## config.mk

```make
export PLATFORM = sky130hd
export DESIGN_NAME = nixie_cathode_antipoison_sequencer_top
export DESIGN_NICKNAME = d
export VERILOG_FILES = /design/src/ncas_pkg.sv /design/src/ncas_lane.sv /design/src/ncas_merge.sv /design/src/nixie_cathode_antipoison_sequencer_top.sv
export SDC_FILE = /design/constraint.sdc
export NUM_CORES = 1
export LEC_CHECK = 0
export ABC_AREA = 1
export BUFFER_PORTS_ARGS = -buffer_cell sky130_fd_sc_hd__buf_2
export CELL_PAD_IN_SITES_DETAIL_PLACEMENT = 1
export CELL_PAD_IN_SITES_GLOBAL_PLACEMENT = 2
export CORE_ASPECT_RATIO = 0.9
export CORE_MARGIN = 2
export CORE_UTILIZATION = 30
export DETAILED_ROUTE_END_ITERATION = 16
export PLACE_DENSITY_LB_ADDON = 0.25
export SETUP_SLACK_MARGIN = 0.4
export SLEW_MARGIN = 25
export SYNTH_ARGS = -nofsm -noshare
export SYNTH_HDL_FRONTEND = slang
export SYNTH_HIERARCHICAL = 1
export SYNTH_SLANG_ARGS = --single-unit
```

## constraint.sdc

```tcl
create_clock -name clk -period 4.55 [get_ports clk]
set_clock_uncertainty 0.15 [all_clocks]
set_input_delay 0.2275 -clock clk [delete_from_list [all_inputs] [get_ports clk]]
set_output_delay 0.2275 -clock clk [all_outputs]
set_load 0.01 [all_outputs]
```

## src/ncas_pkg.sv

```systemverilog
// Shared types and constants for the nixie cathode anti-poisoning sequencer.
`default_nettype none

package ncas_pkg;

	localparam int DIGITS = 4;
	localparam int DIG_W  = 4;
	localparam int CNT_W  = 4;

	localparam logic [DIG_W-1:0] TOP_DIGIT = 4'd9;
	localparam logic [CNT_W-1:0] ARM_AFTER = 4'd3;
	localparam logic [CNT_W-1:0] COUNT_MAX = 4'd15;

	// Action codes of an input word
	localparam logic ACT_TICK  = 1'b0;
	localparam logic ACT_START = 1'b1;

	// What one lane sees of its digit for this tick
	typedef struct packed {
		logic [DIG_W-1:0] rolling;
		logic [DIG_W-1:0] target;
		logic [CNT_W-1:0] count;
		logic             armed;      // armed after earlier lanes of this tick
		logic             next_armed; // next digit's armed bit before this lane
		logic             is_last;
	} lane_in_t;

	// What one lane found
	typedef struct packed {
		logic             rolled;
		logic             finish;
		logic             kill;       // finished with next digit unarmed
		logic             arm_next;
		logic [DIG_W-1:0] nxt_rolling;
		logic [CNT_W-1:0] nxt_count;
		logic [DIG_W-1:0] shown;
	} lane_out_t;

	// Combined outcome of all lanes
	typedef struct packed {
		logic [DIGITS-1:0] armed_nxt;
		logic              running_nxt;
		logic [DIGITS-1:0] mask;
	} merge_t;

endpackage

`default_nettype wire

```

## src/ncas_lane.sv

```systemverilog
// One digit lane: roll-down step, target hit and cascade arming.
`default_nettype none

module ncas_lane import ncas_pkg::*; (
	input  lane_in_t  lane_in,
	output lane_out_t lane_out
);

	logic [DIG_W-1:0] dec;
	logic [CNT_W-1:0] cnt_inc;
	logic             hit;

	// Count down with wrap to nine, then decide roll or finish
	always_comb begin
		dec = lane_in.rolling - DIG_W'(1);
		if (dec > TOP_DIGIT) begin
			dec = TOP_DIGIT;
		end
		hit     = (dec == lane_in.target);
		cnt_inc = (lane_in.count == COUNT_MAX) ? lane_in.count : lane_in.count + CNT_W'(1);

		lane_out.rolled   = lane_in.armed & ~hit;
		lane_out.finish   = lane_in.armed & hit;
		lane_out.kill     = lane_out.finish & ~lane_in.is_last & ~lane_in.next_armed;
		lane_out.arm_next = lane_out.rolled & (cnt_inc > ARM_AFTER) & ~lane_in.is_last;

		lane_out.nxt_rolling = lane_in.armed ? dec : lane_in.rolling;
		if (lane_out.finish) begin
			lane_out.nxt_count = '0;
		end else if (lane_out.rolled) begin
			lane_out.nxt_count = cnt_inc;
		end else begin
			lane_out.nxt_count = lane_in.count;
		end
		lane_out.shown = lane_out.rolled ? dec : lane_in.target;
	end

endmodule

`default_nettype wire

```

## src/ncas_merge.sv

```systemverilog
// Merge stage: combine lane outcomes into armed bits, running flag and brightness mask.
`default_nettype none

module ncas_merge import ncas_pkg::*; (
	input  lane_out_t         lanes [DIGITS],
	input  logic [DIGITS-1:0] armed_eff,
	output merge_t            merged
);

	logic [DIGITS-1:0] finish_v;
	logic [DIGITS-1:0] rolled_v;
	logic              kill_any;

	// Gather per-lane flags
	always_comb begin
		finish_v = '0;
		rolled_v = '0;
		kill_any = 1'b0;
		for (int k = 0; k < DIGITS; k++) begin
			finish_v[k] = lanes[k].finish;
			rolled_v[k] = lanes[k].rolled;
			kill_any    = kill_any | lanes[k].kill;
		end
	end

	// Drop every armed bit on a broken cascade, else drop finished digits only
	always_comb begin
		merged.armed_nxt   = kill_any ? '0 : (armed_eff & ~finish_v);
		merged.running_nxt = ~kill_any & ~finish_v[DIGITS-1];
		merged.mask        = rolled_v;
	end

endmodule

`default_nettype wire

```

## src/nixie_cathode_antipoison_sequencer_top.sv

```systemverilog
// Top level of the nixie cathode anti-poisoning sequencer.
// A running tick word gives its result word in the cycle after it is accepted.
// Throughput: one input word per cycle while the input is not stalled; the four digit lanes work in the same cycle.
// Input stalls only while a result word waits and the output side stalls.
// Reset clears digits, targets, armed bits, step counts, running and the output valid.
`default_nettype none

module nixie_cathode_antipoison_sequencer_top import ncas_pkg::*; (
	input  wire logic             clk,
	input  wire logic             arst_n,
	input  wire logic             in_valid,
	output logic                  in_stall,
	input  wire logic             action,
	input  wire logic [DIG_W-1:0] from_digit_0,
	input  wire logic [DIG_W-1:0] from_digit_1,
	input  wire logic [DIG_W-1:0] from_digit_2,
	input  wire logic [DIG_W-1:0] from_digit_3,
	input  wire logic [DIG_W-1:0] to_digit_0,
	input  wire logic [DIG_W-1:0] to_digit_1,
	input  wire logic [DIG_W-1:0] to_digit_2,
	input  wire logic [DIG_W-1:0] to_digit_3,
	output logic                  out_valid,
	input  wire logic             out_stall,
	output logic [DIG_W-1:0]      shown_digit_0,
	output logic [DIG_W-1:0]      shown_digit_1,
	output logic [DIG_W-1:0]      shown_digit_2,
	output logic [DIG_W-1:0]      shown_digit_3,
	output logic [DIGITS-1:0]     bright_mask,
	output logic                  still_running
);

	logic [DIG_W-1:0]  from_w [DIGITS];
	logic [DIG_W-1:0]  to_w [DIGITS];

	logic [DIG_W-1:0]  rolling_q [DIGITS];
	logic [DIG_W-1:0]  target_q [DIGITS];
	logic [CNT_W-1:0]  count_q [DIGITS];
	logic [DIGITS-1:0] armed_q;
	logic              running_q;

	logic              out_valid_q;
	logic [DIG_W-1:0]  shown_q [DIGITS];
	logic [DIGITS-1:0] mask_q;
	logic              still_q;

	lane_in_t          lane_in [DIGITS];
	lane_out_t         lane_out [DIGITS];
	logic [DIGITS-1:0] armed_eff;
	logic [DIGITS-1:0] kill_pre;
	merge_t            merged;

	logic              in_acc;
	logic              do_start;
	logic              do_tick;

	assign from_w[0] = from_digit_0;
	assign from_w[1] = from_digit_1;
	assign from_w[2] = from_digit_2;
	assign from_w[3] = from_digit_3;
	assign to_w[0]   = to_digit_0;
	assign to_w[1]   = to_digit_1;
	assign to_w[2]   = to_digit_2;
	assign to_w[3]   = to_digit_3;

	// Hold the input while a result word waits on a stalled output
	assign in_stall = out_valid_q & out_stall;
	assign in_acc   = in_valid & ~in_stall;
	assign do_start = in_acc & (action == ACT_START);
	assign do_tick  = in_acc & (action == ACT_TICK) & running_q;

	// Digit lanes, cascaded through the armed bits
	for (genvar k = 0; k < DIGITS; k++) begin : g_lane
		if (k == 0) begin : g_first
			assign kill_pre[k]  = 1'b0;
			assign armed_eff[k] = armed_q[k];
		end else begin : g_rest
			assign kill_pre[k]  = kill_pre[k-1] | lane_out[k-1].kill;
			assign armed_eff[k] = (armed_q[k] & ~kill_pre[k]) | lane_out[k-1].arm_next;
		end

		if (k == DIGITS - 1) begin : g_last
			assign lane_in[k].next_armed = 1'b0;
			assign lane_in[k].is_last    = 1'b1;
		end else begin : g_mid
			assign lane_in[k].next_armed = armed_q[k+1];
			assign lane_in[k].is_last    = 1'b0;
		end

		assign lane_in[k].rolling = rolling_q[k];
		assign lane_in[k].target  = target_q[k];
		assign lane_in[k].count   = count_q[k];
		assign lane_in[k].armed   = armed_eff[k];

		ncas_lane u_lane (
			.lane_in  (lane_in[k]),
			.lane_out (lane_out[k])
		);
	end

	ncas_merge u_merge (
		.lanes     (lane_out),
		.armed_eff (armed_eff),
		.merged    (merged)
	);

	// Sequencer control state
	always_ff @(posedge clk or negedge arst_n) begin
		if (!arst_n) begin
			armed_q   <= '0;
			running_q <= 1'b0;
			for (int k = 0; k < DIGITS; k++) begin
				rolling_q[k] <= '0;
				target_q[k]  <= '0;
				count_q[k]   <= '0;
			end
		end else if (do_start) begin
			armed_q[0] <= 1'b1;
			running_q  <= 1'b1;
			for (int k = 0; k < DIGITS; k++) begin
				rolling_q[k] <= from_w[k];
				target_q[k]  <= to_w[k];
			end
		end else if (do_tick) begin
			armed_q   <= merged.armed_nxt;
			running_q <= merged.running_nxt;
			for (int k = 0; k < DIGITS; k++) begin
				rolling_q[k] <= lane_out[k].nxt_rolling;
				count_q[k]   <= lane_out[k].nxt_count;
			end
		end
	end

	// Output word valid: load on a running tick, drop once taken
	always_ff @(posedge clk or negedge arst_n) begin
		if (!arst_n) begin
			out_valid_q <= 1'b0;
		end else if (do_tick) begin
			out_valid_q <= 1'b1;
		end else if (!out_stall) begin
			out_valid_q <= 1'b0;
		end
	end

	// Output word payload
	always_ff @(posedge clk) begin
		if (do_tick) begin
			mask_q  <= merged.mask;
			still_q <= merged.running_nxt;
			for (int k = 0; k < DIGITS; k++) begin
				shown_q[k] <= lane_out[k].shown;
			end
		end
	end

	assign out_valid     = out_valid_q;
	assign shown_digit_0 = shown_q[0];
	assign shown_digit_1 = shown_q[1];
	assign shown_digit_2 = shown_q[2];
	assign shown_digit_3 = shown_q[3];
	assign bright_mask   = mask_q;
	assign still_running = still_q;

	// A running tick always yields a result word next cycle
	a_tick_result: assert property (@(posedge clk) disable iff (!arst_n)
		(in_valid && !in_stall && action == ACT_TICK && running_q) |=> out_valid)
		else $error("running tick gave no result word");

	// An idle tick or a start leaves no result word behind
	a_no_result: assert property (@(posedge clk) disable iff (!arst_n)
		(in_valid && !in_stall && (action == ACT_START || !running_q)) |=> !out_valid)
		else $error("result word without a running tick");

	// A waiting result word reports the current running flag
	a_still_match: assert property (@(posedge clk) disable iff (!arst_n)
		out_valid |-> (still_running == running_q))
		else $error("still_running disagrees with sequencer state");

endmodule

`default_nettype wire
```

==> metrics.csv, run 1 <==
stage,metric,value,unit
synthesis,Mapped Avg Cell Area,7.07,sq um
routing,Pre-Repair DR Iteration Count,4,
placement,DP HPWL,9910,um
clock_tree,Root Buffer Master,clkbuf_16,
sta,Final setup viols,0,
floorplanning,FP Rows,44,
global_route,largest net degree at the start of global routing,51,
worst_hold_path,Hold Startpoint,from_digit_0[3],
sta,fin crit period,3.83,ns
worst_setup_path,Critical Path Start,lane_in[56]$_DFFE_PN0P_,
sta,Setup WS post-layout,0.719,ns
worst_setup_path,Setup crit start kind,flip-flop,
worst_setup_path,Setup CP Type,flip-flop to flip-flop,
routing,routed via count,4514,
finish,nets,816,
pwr,worst IR drop on VDD,0.216,mV
placement,placed cells,941,
finish,area grow syn2layout,21.8,%
clock_tree,clock buffer count from CTS,9,
worst_setup_path,Crit-path slowest cell,dfrtp_2,
global_route,initial antenna violation count,0,
clock_tree,H-tree depth,3,
finish,most frequent cells in the layout,"nand2_1 (210), inv_1 (121), nand3_1 (65)",
floorplanning,Chip Height,124,um
routing,post-route ant nets,0,
synthesis,synth warn,6,
synthesis,Mapped Cells,685,
floorplanning,core box area,16000,sq um
sta,Final Max Tran Viols,0,
clock_tree,CTS tree,built,
routing,post-DR wirelength/cell,14.2,um
sta,Highest Clock Rate,261,MHz
placement,I/O Buffers,59,
worst_setup_path,WP data arrival,3.91,ns
sta,Hold Fails Final Rpt,0,
routing,drt initial violations,142,
sta,worst-margin pin slew,0.782,ns
worst_setup_path,worst r2r dst,lane_in[12]$_DFFE_PN0P_,
floorplanning,# IOs,60,
finish,layout cells sized above 1,18.1,%
floorplanning,die area,17200,sq um
global_route,vias in the first global route,4787,
clock_tree,Max Buffers Root-to-Sink,2,
routing,final wirelength,13800,um
finish,"most common cell after layout, fill and taps aside",nand2_1,
routing,Via density,4.63,
clock_tree,"CTS clk-pin slew, worst paths",0.06,ns
pwr,PwrDens,696,nW/um^2
finish,Fillers,2036,
worst_setup_path,worst stage delay on the critical path,0.45,ns
finish,Finished Layout Cells,976,
placement,Placement Setup Slack,0.407,ns
sta,Slew headroom,47.8,%
routing,DRC,0,
pwr,static leakage,3.09,nW
floorplanning,width of the die,138,um
worst_hold_path,Hold Path Sink,lane_in[59]$_DFFE_PN0P_,
worst_setup_path,Crit. End Element,flip-flop,
finish,Antenna Cells,0,
worst_setup_path,r2r startpoint,lane_in[56]$_DFFE_PN0P_,
clock_tree,clock sink total,71,
worst_setup_path,critical path required time,4.63,ns
sta,Final period util,84.2,%
global_route,grt total ovfl,0,
outcome,status,completed,
job,Max Cap Violations,0,
floorplanning,Starting Density,30.3,%
clock_tree,clk_lat worst skew,0.34,ns
sta,setup TNS,0,ns
worst_hold_path,hold path depth,5,
worst_setup_path,CP dominant cell by count,nand2_1,
worst_setup_path,R2R depth,30,
sta,unrepaired setup endpoints after global routing,false,
placement,Final GP Congestion,0.816,
worst_setup_path,R2R setup slack,0.72,ns
worst_setup_path,CP Max Fanout,8,
synthesis,Post-Synthesis Cell Area,4840,sq um
global_route,Total GRT Usage,17.4,%
global_route,first-pass GRT wire length,23400,um
worst_hold_path,hold crit path type,input port to flip-flop,
## critical path: cells and delay by family (launching register included)
| kind | cells | cell delay, ns |
|---|---|---|
| adders and majority gates | 1 | 0.18 |
| AOI/OAI and AO/OA | 4 | 0.43 |
| and+or+nand+nor | 17 | 1.75 |
| buffers and inverters | 8 | 0.74 |
| DFF | 1 | 0.45 |
## registers in the layout, summed over array words and instances (netlist names)
register	cells
armed_q	4
still_running	1
lane_in	32
count_q	12
shown_q	16
bright_mask	4
running_q	1
out_valid	1
## worst max-delay path by stage
stage | to | slack, ns | cells after the start
6_report | lane_in[12]$_DFFE_PN0P_ | 0.72 | 30
5_1_grt | lane_in[12]$_DFFE_PN0P_ | 0.38 | 30
4_1_cts | lane_in[12]$_DFFE_PN0P_ | 0.48 | 28
3_5_place_dp | lane_in[12]$_DFFE_PN0P_ | 0.41 | 30
3_3_place_gp | lane_in[12]$_DFFE_PN0P_ | 0.59 | 30
2_1_floorplan | armed_q[3]$_DFFE_PN0P_ | 0.44 | 30
## routing by layer
| layer | track usage [%] | vias to the layer above | part of all wire (%) |
|---|---|---|---|
| met1 | 22.3 | 2152 | 47 |
| li1 | - | 2291 | - |
| met4 | 6.00 | 0 | 1.9 |
| met3 | 3.46 | 22 | 2.4 |
| met5 | 0 | - | 0 |
| met2 | 28.9 | 49 | 49 |
## area by class of cell
cell class / count / area (sq um) / share of cell area (%)
inverter: 133 / 504 / 8.55
multi-input combinational: 461 / 2400 / 40.7
timing repair buffer: 88 / 556 / 9.42
tap: 207 / 259 / 4.39
sequential: 71 / 1880 / 32.0
clock inverter: 5 / 47.5 / 0.807
clock buffer: 11 / 243 / 4.12
## what timing repair did
action | 4_1_cts | 5_1_grt
hold buffers | 17 | 0
endpoints found under the setup margin | 1 | 12
pin swaps | 0 | 1
resized for setup | 1 | 16
buffers inserted | 0 | 2
hold endpoints to repair | 66 | 0
## power by group
part / total (mW) / internal, mW / switching (mW) / leakage [nW]
sequential: 1.15 / 0.922 / 0.224 / 0.814
combinational: 2.24 / 0.781 / 1.46 / 2.13
clock: 0.717 / 0.434 / 0.283 / 0.144
## metrics by stage
step	power (mW)	util (%)	hold slack [ns]	instance area [sq um]
floorplan	2.76	-	-0.218	4870
global placement	3.24	33.5	0.279	5360
CTS	4.10	36.4	0.0590	5820
finish	4.10	36.9	0.0739	5890
global route	4.55	36.9	0.0910	5890
detailed placement	3.33	33.5	0.285	5360
No activity file was read; power rests on OpenSTA's default activity.
==> run 2: changes to the inputs <==
--- a/config.mk
+++ b/config.mk
@@ -5,13 +5,13 @@
 export SDC_FILE = /design/constraint.sdc
 export NUM_CORES = 1
 export LEC_CHECK = 0
-export ABC_AREA = 1
+export ABC_AREA = 0
 export BUFFER_PORTS_ARGS = -buffer_cell sky130_fd_sc_hd__buf_2
 export CELL_PAD_IN_SITES_DETAIL_PLACEMENT = 1
 export CELL_PAD_IN_SITES_GLOBAL_PLACEMENT = 2
 export CORE_ASPECT_RATIO = 0.9
 export CORE_MARGIN = 2
-export CORE_UTILIZATION = 30
+export CORE_UTILIZATION = 35
 export DETAILED_ROUTE_END_ITERATION = 16
 export PLACE_DENSITY_LB_ADDON = 0.25
 export SETUP_SLACK_MARGIN = 0.4
==> constraint.sdc (replaced) <==
create_clock -name clk -period 3.41 [get_ports clk]
set_clock_uncertainty 0.15 [all_clocks]
set_input_delay 0.1705 -clock clk [delete_from_list [all_inputs] [get_ports clk]]
set_output_delay 0.1705 -clock clk [all_outputs]
set_load 0.01 [all_outputs]
==> run 2 against run 1 <==
The run now ends with setup timing left; utilization up 14 points; critical path type unchanged; highest routed layer unchanged; largest power group unchanged; critical endpoint is now lane_in[11]$_DFFE_PN0P_; synthesized area grew 7.9%; largest cell class unchanged; non-clock buffer count rose by 102; count of clock-buffer cells in the layout is 3 higher; register-to-register slack got worse by 1.4 ns.
==> metrics.csv, run 2 <==
stage,metric,value,unit
floorplanning,die area,15900,sq um
synthesis,synth warn,6,
global_route,vias in the first global route,5100,
worst_setup_path,critical path required time,3.49,ns
pwr,net switching share of the total power,42.4,%
worst_setup_path,Setup crit start kind,flip-flop,
worst_setup_path,CP dominant cell by count,inv_2,
sta,worst hold slack,0.0189,ns
global_route,GR Util met2,38.8,%
pwr,Clock power frac,12.8,%
sta,Slew headroom,54.5,%
worst_setup_path,WP data arrival,4.19,ns
sta,Final period util,121,%
global_route,Top Usage Layer GRT,met2,
outcome,violated checks,setup timing,
finish,Antenna Cells,0,
worst_setup_path,Setup CP Type,flip-flop to flip-flop,
floorplanning,Starting Density,35.6,%
global_route,first-pass GRT wire length,26900,um
finish,Finished Core Util,50.9,%
finish,layout cells sized above 1,46.1,%
finish,area grow syn2layout,42.8,%
routing,final wirelength,16500,um
sta,Highest Clock Rate,243,MHz
clock_tree,clock buffer count from CTS,9,
routing,post-DR wirelength/cell,18.4,um
worst_setup_path,worst stage delay on the critical path,0.52,ns
clock_tree,CTS tree,built,
pwr,internal power,4.27,mW
pwr,switching pwr,3.14,mW
synthesis,Mapped Cells,517,
pwr,static leakage,3.20,nW
global_route,initial antenna violation count,0,
worst_hold_path,hold crit path type,input port to flip-flop,
sta,worst-margin pin slew,0.679,ns
global_route,largest net degree at the start of global routing,38,
global_route,M3 GR Usage,3.89,%
placement,DP HPWL,10900,um
floorplanning,width of the die,133,um
pwr,Logic pwr share,65.2,%
placement,Placement Setup Slack,-0.776,ns
worst_setup_path,"Cell Chain, Critical Path",buf_6 -> o31a_1 -> or4_4 -> o211ai_4 -> nor3_4 -> nor4_2 -> a21o_1 -> inv_2 -> nor4_2 -> a21o_1 -> inv_2 -> nor4b_4 -> inv_2 -> a31o_4 -> o21a_1 -> inv_1 -> a31oi_1 -> o221a_2,
clock_tree,clock sink total,71,
worst_setup_path,R2R setup slack,-0.71,ns
routing,drt initial violations,176,
sta,unrepaired setup endpoints after global routing,true,
worst_setup_path,WP buf/inv,5,
worst_setup_path,"CP delay by family, top",compound AO/OA/AOI/OAI gates,
synthesis,Post-Synthesis Cell Area,5220,sq um
sta,Hold Fails Final Rpt,0,
global_route,met1 usage,26.3,%
floorplanning,FP Rows,42,
finish,most frequent cells in the layout,"buf_4 (81), buf_2 (58), dfrtp_1 (46)",
routing,Via density,5.27,
sta,Final setup viols,28,
worst_setup_path,Crit. End Element,flip-flop,
finish,max reg flops,32,
placement,I/O Buffers,59,
floorplanning,# IOs,60,
clock_tree,Root Buffer Master,clkbuf_16,
global_route,grt total ovfl,0,
sta,fin crit period,4.12,ns
clock_tree,clk_lat worst skew,0.35,ns
finish,Finished Layout Cells,896,
clock_tree,H-tree depth,3,
sta,Setup WS post-layout,-0.708,ns
placement,placed cells,824,
floorplanning,core box area,14700,sq um
pwr,Sequential Power Share,21.9,%
finish,nets,746,
clock_tree,Max Buffers Root-to-Sink,2,
floorplanning,Chip Height,120,um
routing,DRC,0,
routing,Pre-Repair DR Iteration Count,5,
routing,routed via count,4720,
worst_setup_path,Crit-path slowest cell,or4_4,
pwr,PwrDens,993,nW/um^2
global_route,Total GRT Usage,21.5,%
routing,post-route ant nets,0,
sta,Final Max Tran Viols,0,
pwr,total power,7.41,mW
worst_setup_path,CP Max Fanout,6,
clock_tree,"CTS clk-pin slew, worst paths",0.05,ns
placement,Final GP Congestion,0.851,
pwr,worst IR drop on VDD,0.430,mV
finish,"most common cell after layout, fill and taps aside",buf_4,
job,Max Cap Violations,0,
synthesis,Mapped Avg Cell Area,10.1,sq um
outcome,status,"finished, violations left",
## run 2: final cells by class
cell class | count | area [sq um]
clock buffers | 14 | 254
clock inverters | 1 | 30.0
fillers | 1629 | 7200
inverters | 45 | 171
multi-input cells | 377 | 3390
flip-flops and latches | 71 | 1890
well taps | 198 | 248
repair buffers | 190 | 1480
## run 2: metal layers
layer  vias up  wire length, um  share of wire, %
met2        55             8580                52
li1       2241                -                 -
met5         -                0                 0
met4         0              208               1.3
met1      2406             7280                44
met3        18              399               2.4
## run 2: path summary, 6_finish.rpt
| kind | start | endpoint | cells past startpoint |
|---|---|---|---|
| max reg2reg | lane_in[56]$_DFFE_PN0P_ | lane_in[11]$_DFFE_PN0P_ | 18 |
| max in group asynchronous | arst_n | armed_q[2]$_DFFE_PN0P_ | 3 |
| min reg2reg | lane_in[39]$_DFFE_PN0P_ | lane_in[39]$_DFFE_PN0P_ | 1 |
| max | lane_in[56]$_DFFE_PN0P_ | lane_in[11]$_DFFE_PN0P_ | 18 |
| min | from_digit_2[2] | lane_in[28]$_DFFE_PN0P_ | 2 |
| min in group asynchronous | arst_n | lane_in[53]$_DFFE_PN0P_ | 2 |
## run 2: stage by stage
stage               setup TNS (ns)  instance area (sq um)
detailed placement          -13.16                   6300
CTS                         -11.29                   7250
global placement             -7.70                   6300
global route                -20.98                   7460
finish                      -15.27                   7460
floorplan                        0                   5420
## run 2: timing repair
action,4_1_cts,5_1_grt
gates cloned,1,1
buffers inserted,19,5
resized for setup,48,36
hold endpoints to repair,66,0
endpoints found under the setup margin,37,41
hold buffers,31,0
pin swaps,15,14
## run 2: power by group through the flow
stage	combinational [mW]	sequential [mW]	clock (mW)
floorplan	2.81	1.54	0
finish	4.84	1.63	0.950
CTS	4.55	1.61	0.975
detailed placement	4.02	1.60	0
global placement	3.86	1.59	0
global route	5.24	1.68	1.00
